`src/sv/assert_macros.svh`:
```
// Assertion helpers for the RTL.
`ifndef ASSERT_MACROS_SVH
`define ASSERT_MACROS_SVH

// Check a property on every rising edge outside reset.
`define PLFG_ASSERT(label, prop, msg) \
    label: assert property (@(posedge i_clk) disable iff (!i_rst_n) (prop)) else $error(msg);

// Check a property on every rising edge, reset included.
`define PLFG_ASSERT_ALWAYS(label, prop, msg) \
    label: assert property (@(posedge i_clk) (prop)) else $error(msg);

`endif

```
`src/sv/plfg_pkg.sv`:
```
package plfg_pkg;

    localparam int FIELD_W   = 32;
    localparam int FRAC_W    = 16;
    localparam int POS_W     = 32;
    localparam int NODE_W    = 10;
    localparam int GSIZE_W   = 11;
    localparam int CFG_W     = 32;
    localparam int NUM_COMP  = 6;

    // Request codes
    localparam logic REQ_WRITE  = 1'b0;
    localparam logic REQ_GATHER = 1'b1;

    // Configuration register indexes
    localparam logic CFG_GRID_SIZE   = 1'b0;
    localparam logic CFG_INV_SPACING = 1'b1;

    // Six field components of one grid node
    typedef struct packed {
        logic signed [FIELD_W-1:0] b_x;
        logic signed [FIELD_W-1:0] b_y;
        logic signed [FIELD_W-1:0] b_z;
        logic signed [FIELD_W-1:0] e_x;
        logic signed [FIELD_W-1:0] e_y;
        logic signed [FIELD_W-1:0] e_z;
    } t_node;

    typedef logic [NUM_COMP-1:0][FIELD_W-1:0] t_comp_vec;

    // Load strobes for the interpolation lanes
    typedef struct packed {
        logic ld_diff;
        logic ld_prod;
    } t_lane_ctl;

endpackage

```
`src/sv/plfg_lerp.sv`:
```
module plfg_lerp
    import plfg_pkg::*;
(
    input  logic                      i_clk,
    input  t_lane_ctl                 i_ctl,
    input  logic signed [FIELD_W-1:0] i_lo,
    input  logic signed [FIELD_W-1:0] i_hi,
    input  logic [FRAC_W-1:0]         i_frac,
    output logic signed [FIELD_W-1:0] o_value
);

    logic signed [FIELD_W:0]               r_diff;
    logic signed [FIELD_W:0]               n_diff;
    logic signed [FIELD_W-1:0]             r_lo_d;
    logic signed [FIELD_W-1:0]             r_lo_p;
    logic signed [FIELD_W-1:0]             r_part;
    logic signed [FIELD_W-1:0]             n_part;
    logic signed [FIELD_W+FRAC_W+1:0]      prod_full;
    logic signed [FRAC_W:0]                frac_s;

    assign n_diff    = {i_hi[FIELD_W-1], i_hi} - {i_lo[FIELD_W-1], i_lo};
    assign frac_s    = {1'b0, i_frac};
    assign prod_full = r_diff * frac_s;
    // floor(d * frac / 2^16), kept to the field width
    assign n_part    = prod_full[FIELD_W+FRAC_W-1:FRAC_W];

    always_ff @(posedge i_clk) begin
        if (i_ctl.ld_diff) begin
            r_diff <= n_diff;
            r_lo_d <= i_lo;
        end
        if (i_ctl.ld_prod) begin
            r_part <= n_part;
            r_lo_p <= r_lo_d;
        end
    end

    assign o_value = r_lo_p + r_part;

endmodule

```
`config.mk`:
```
export PLATFORM = sky130hd
export DESIGN_NAME = plfg_lerp
export DESIGN_NICKNAME = d
export VERILOG_FILES = /design/src/sv/assert_macros.svh /design/src/sv/plfg_pkg.sv /design/src/sv/plfg_lerp.sv
export SDC_FILE = /design/constraint.sdc
export NUM_CORES = 1
export LEC_CHECK = 0
export ABC_AREA = 1
export BUFFER_PORTS_ARGS = -buffer_cell sky130_fd_sc_hd__buf_2
export CAP_MARGIN = 20
export CORE_MARGIN = 2
export CORE_UTILIZATION = 62
export DETAILED_ROUTE_END_ITERATION = 6
export PLACE_DENSITY_LB_ADDON = 0.25
export SYNTH_ARGS = -nofsm -noshare
export SYNTH_HDL_FRONTEND = slang
export SYNTH_SLANG_ARGS = --single-unit
```
`constraint.sdc`:
```
create_clock -name i_clk -period 8.17 [get_ports i_clk]
set_clock_uncertainty 0.1 [all_clocks]
set_input_delay 1.2255 -clock i_clk [delete_from_list [all_inputs] [get_ports i_clk]]
set_output_delay 1.2255 -clock i_clk [all_outputs]
set_load 0.01 [all_outputs]
```
# Yosys cells after proc, flatten, opt, wreduce, memory -nomap -nowiden
# Index checks and enable logic that the tools add are counted.
[word_totals]
register_bits = 129
latch_bits = 0
ram_bits = 0
romBits = 0
out_inout_bits = 32
n_memories = 0
[op_classes]
add_sub_neg = 2
n_mul = 1
n_div = 0
n_lt_le_gt_ge = 0
n_eq_ne = 0
n_shift = 0
muxes = 0
bitwise = 0
n_reduce_logical = 0
[ops]
columns = ["operator", "count"]
rows = [
  ["multiplier 33 x 17 -> 48 bit", 1],
  ["subtractor 32 x 32 -> 33 bit", 1],
  ["adder 32 bit", 1],
]

# Depth between registers and ports, before layout
[depth]
word_depth = 1
ltp_mapped = 28
ltp_nobuf = 26

# Worst setup path after synthesis
# OpenSTA, ideal clock, no wires.
[synth_path]
kind = "input to register"
start = "input i_frac[3]"
end = "register r_part[25], data pin"
setup_time_ns = 0.253
t_arrival_ns = 6.320
t_required_ns = 7.817
setup_slack_ns = 1.497
path_stages = 20
n_path_buf = 2
path_cell_list = "clkbuf_1 -> clkbuf_1 -> nand2_1 -> fa_1 -> fa_1 -> inv_1 -> fa_1 -> fa_1 -> fa_1 -> inv_1 -> fa_1 -> inv_1 -> ha_1 -> a21oi_1 -> a21boi_0 -> o21ai_0 -> a21oi_1 -> nand3_1 -> nand2_1 -> nand2_1"
[synth_via]
elab_chain_len = 1
[synth_rtl]
columns = ["element", "line", "text"]
rows = [
  ["from (decl)", "plfg_lerp.sv:8", "input logic [FRAC_W-1:0] i_frac,"],
  ["multiplier 33 x 17 -> 48 bit", "plfg_lerp.sv:23", "assign prod_full = r_diff * frac_s;"],
  ["via prod_full[41]", "plfg_lerp.sv:18", "logic signed [FIELD_W+FRAC_W+1:0] prod_full;"],
  ["to (signal assigned)", "plfg_lerp.sv:33", "r_part <= n_part;"],
  ["to (decl)", "plfg_lerp.sv:16", "logic signed [FIELD_W-1:0] r_part;"],
]
# The timed path passes the listed nets, and every way through them passes these cells.
# A chain may end at the register's enable or synchronous reset.

# Worst setup path in the final report
[layout_path]
start = "input i_frac[2]"
end = "register r_part[24], data pin"
# The elaborated chain is that of the path after synthesis.

==> flow_summary.json <==
{
  "layout-drive-gt1-share_pct": 5.43,
  "fp-row-count": 76,
  "synth_cell_types": 38,
  "drtIter0Drc": 1881,
  "synth_top_family_by_area": "adder cells",
  "final_max_slew_viol_count": 0,
  "finalSetupViolCount": 0,
  "htree_levels": 4,
  "grt_max_degree": 66,
  "hold_viol_final": 0,
  "fin_crit_ps": 6990,
  "core-area_sq_um": 43300,
  "finish.utilization_pct": 66.5,
  "slew_headroom_pct": 32.3,
  "cp_max_fo": 33,
  "crit_required_ps": 8240,
  "drtAntennaViolNets": 0,
  "avgViaCountPerCell": 5.32,
  "fin_nets": 4311,
  "synth_area_leaders": "fa_1, edfxtp_1, inv_1, nand2_1, ha_1",
  "synth_adder_area_share_pct": 44.0,
  "fmax_mhz": 143,
  "grt_pass1_wl_um": 122000,
  "cts_tree": "done",
  "post_cts_resized": 0,
  "finalCritPeriodShare_pct": 85.6,
  "dp_hpwl_um": 60600,
  "antenna_cells": 0,
  "rsz0062_at_grt": "no",
  "cts_setup_buffers": 0,
  "synthMuxAreaShare_pct": 0,
  "tightest_slew_ps": 1020,
  "dp_slack_ps": 801,
  "yosysTopAreaCell": "fa_1",
  "clock_path_buffers": 2,
  "grt_util_all_layers_pct": 34.1,
  "insertion_delay_ps": 440,
  "synth_cells": 3543,
  "path_class": "input pin to flip-flop",
  "dr_total_vias": 22100,
  "io_pins": 115,
  "synth_top_area_share_pct": 36.0,
  "ys_ff_latch": 129,
  "worst_slack_ps": 1180,
  "dieArea_sq_um": 45800,
  "status": "finished, final reports clean",
  "critPathLaunchType": "input pin",
  "globalplace.congestion": 1.01,
  "clock-sinks": 129,
  "synthXorXnorAreaFrac_pct": 2.21,
  "cts_buffers": 17,
  "hp-class": "flip-flop to flip-flop",
  "critPathArrivalTime_ps": 7060,
  "synth_simple_gate_area_share_pct": 19.0,
  "antenna_found_initial": 0,
  "totalWireLength_um": 74300,
  "numPortBuffers": 114,
  "die_w_um": 214,
  "initial_core_util_pct": 63.2,
  "synth-warning-count": 0,
  "grt.overflow.total": 0,
  "die_h_um": 214,
  "setup_tns_ps": 0,
  "synth_compound_area_share_pct": 4.97,
  "drc": 0,
  "syn_avg_cell_area_sq_um": 7.72,
  "synthToLayoutAreaGrowth_pct": 5.31,
  "min_path_cells": 0,
  "root_buffer": "clkbuf_16",
  "r2r.worst_path.cells": 20,
  "syn_nets": 4292,
  "synth_area_sq_um": 27300,
  "cap_violations": 0,
  "ys.flop_type": "edfxtp_1",
  "drtPass1Iterations": 7,
  "wl_per_cell_um": 17.9,
  "async_flop_share_pct": 0,
  "postCtsHoldBufs": 0,
  "cts.clk_slew.worst_paths_ps": 60,
  "synth_edf_count": 129,
  "first_global_vias": 23000,
  "ys_seq_area_share_pct": 14.2,
  "crit_path_end_kind": "flip-flop"
}
-- final timing paths --
check	slack (ps)	end	startpoint
worst max register to register	1680	r_part[14]	r_diff[19]
worst min register to register	320	r_lo_p[15]	r_lo_d[15]
worst max-delay path	1180	r_part[24]	i_frac[2]
worst min-delay path	320	r_lo_p[15]	r_lo_d[15]
-- through the flow --
step | cell area (sq um) | hold slack (ps) | cells
2_1_floorplan | 27300 | 300 | 3543
3_3_place_gp | 28300 | 301 | 4128
3_5_place_dp | 28300 | 305 | 4128
4_1_cts | 28800 | 319 | 4160
5_1_grt | 28800 | 324 | 4160
6_report | 28800 | 319 | 4160
-- critical path: stages --
cell     delay (ps)
buf_2           550
nand2_1         280
fa_1            780
inv_1           100
fa_1            560
fa_1            450
fa_1            510
fa_1            490
inv_1            50
fa_1            470
inv_1            40
ha_1            370
nand2_1         180
nor2_1          250
nand2_1         130
nor2_1          190
nand3_1         180
nand4_1         140
nand2_1         110
-- cells in the final DEF (no fill, tap or decap), types with 2 or more instances in the layout --
master,netlist,routed
clkinvlp_4,0,4
o21ai_0,49,49
nand3b_1,4,4
inv_6,0,4
and3_1,3,3
o21ai_2,6,6
o21ai_1,6,6
nand2_2,5,5
nor3_2,5,5
nor3_1,14,14
ha_1,175,175
buf_2,0,114
nand2_1,995,995
inv_2,8,8
nor4_2,2,2
a21oi_1,116,116
clkinv_4,0,2
xor2_1,52,52
nor4_1,3,3
nand3_1,81,81
nand4_1,29,29
nor2_1,144,144
o21a_1,6,6
clkbuf_16,0,17
buf_4,0,11
a31oi_1,7,7
a21o_1,11,11
nor2_2,7,7
edfxtp_1,129,129
xnor2_1,17,17
or2_2,2,2
a21boi_0,7,7
o21bai_1,24,24
clkinv_1,2,4
fa_1,491,491
inv_1,1011,1011
-- logic make-up after synthesis --
| logic type | Yosys count |
|---|---|
| xor+xnor | 69 |
| flops | 129 |
| simple gates | 1296 |
| compound gates | 237 |
| buf+inv | 1146 |
| fa+ha+maj | 666 |
-- synthesized netlist by cell type (2+ instances only) --
master	n
inv_1	1011
nand2_1	995
fa_1	491
ha_1	175
nor2_1	144
edfxtp_1	129
clkbuf_1	125
a21oi_1	116
nand3_1	81
xor2_1	52
o21ai_0	49
nand4_1	29
o21bai_1	24
xnor2_1	17
nor3_1	14
a21o_1	11
inv_2	8
a21boi_0	7
a31oi_1	7
nor2_2	7
o21a_1	6
o21ai_1	6
o21ai_2	6
nand2_2	5
nor3_2	5
nand3b_1	4
and3_1	3
nor4_1	3
clkinv_1	2
nor4_2	2
or2_2	2
-- final cells by class --
cell class / instances / area [sq um]
multi-input combinational: 2268 / 19200
tap: 585 / 732
fill: 3744 / 14500
inverter: 1021 / 3830
clock inverter: 14 / 106
clock buffer: 18 / 429
sequential: 129 / 3870
timing repair buffer: 125 / 653
-- state kept, by name, summed over array words and instances, names as in the netlist --
register / count
r_diff: 33
r_lo_d: 32
r_lo_p: 32
r_part: 32
-- routing by layer --
metal  vias to the layer above  track usage [%]  wire, um
met5                         -                0         0
met3                       183             4.33      5590
met1                     10700             46.3     30600
met2                       975             56.8     35200
met4                         0             12.4      2890
li1                      10300                -         -
Power is not shown: default switching activity piles up to over one toggle a cycle in this logic, so the estimate is an artifact.
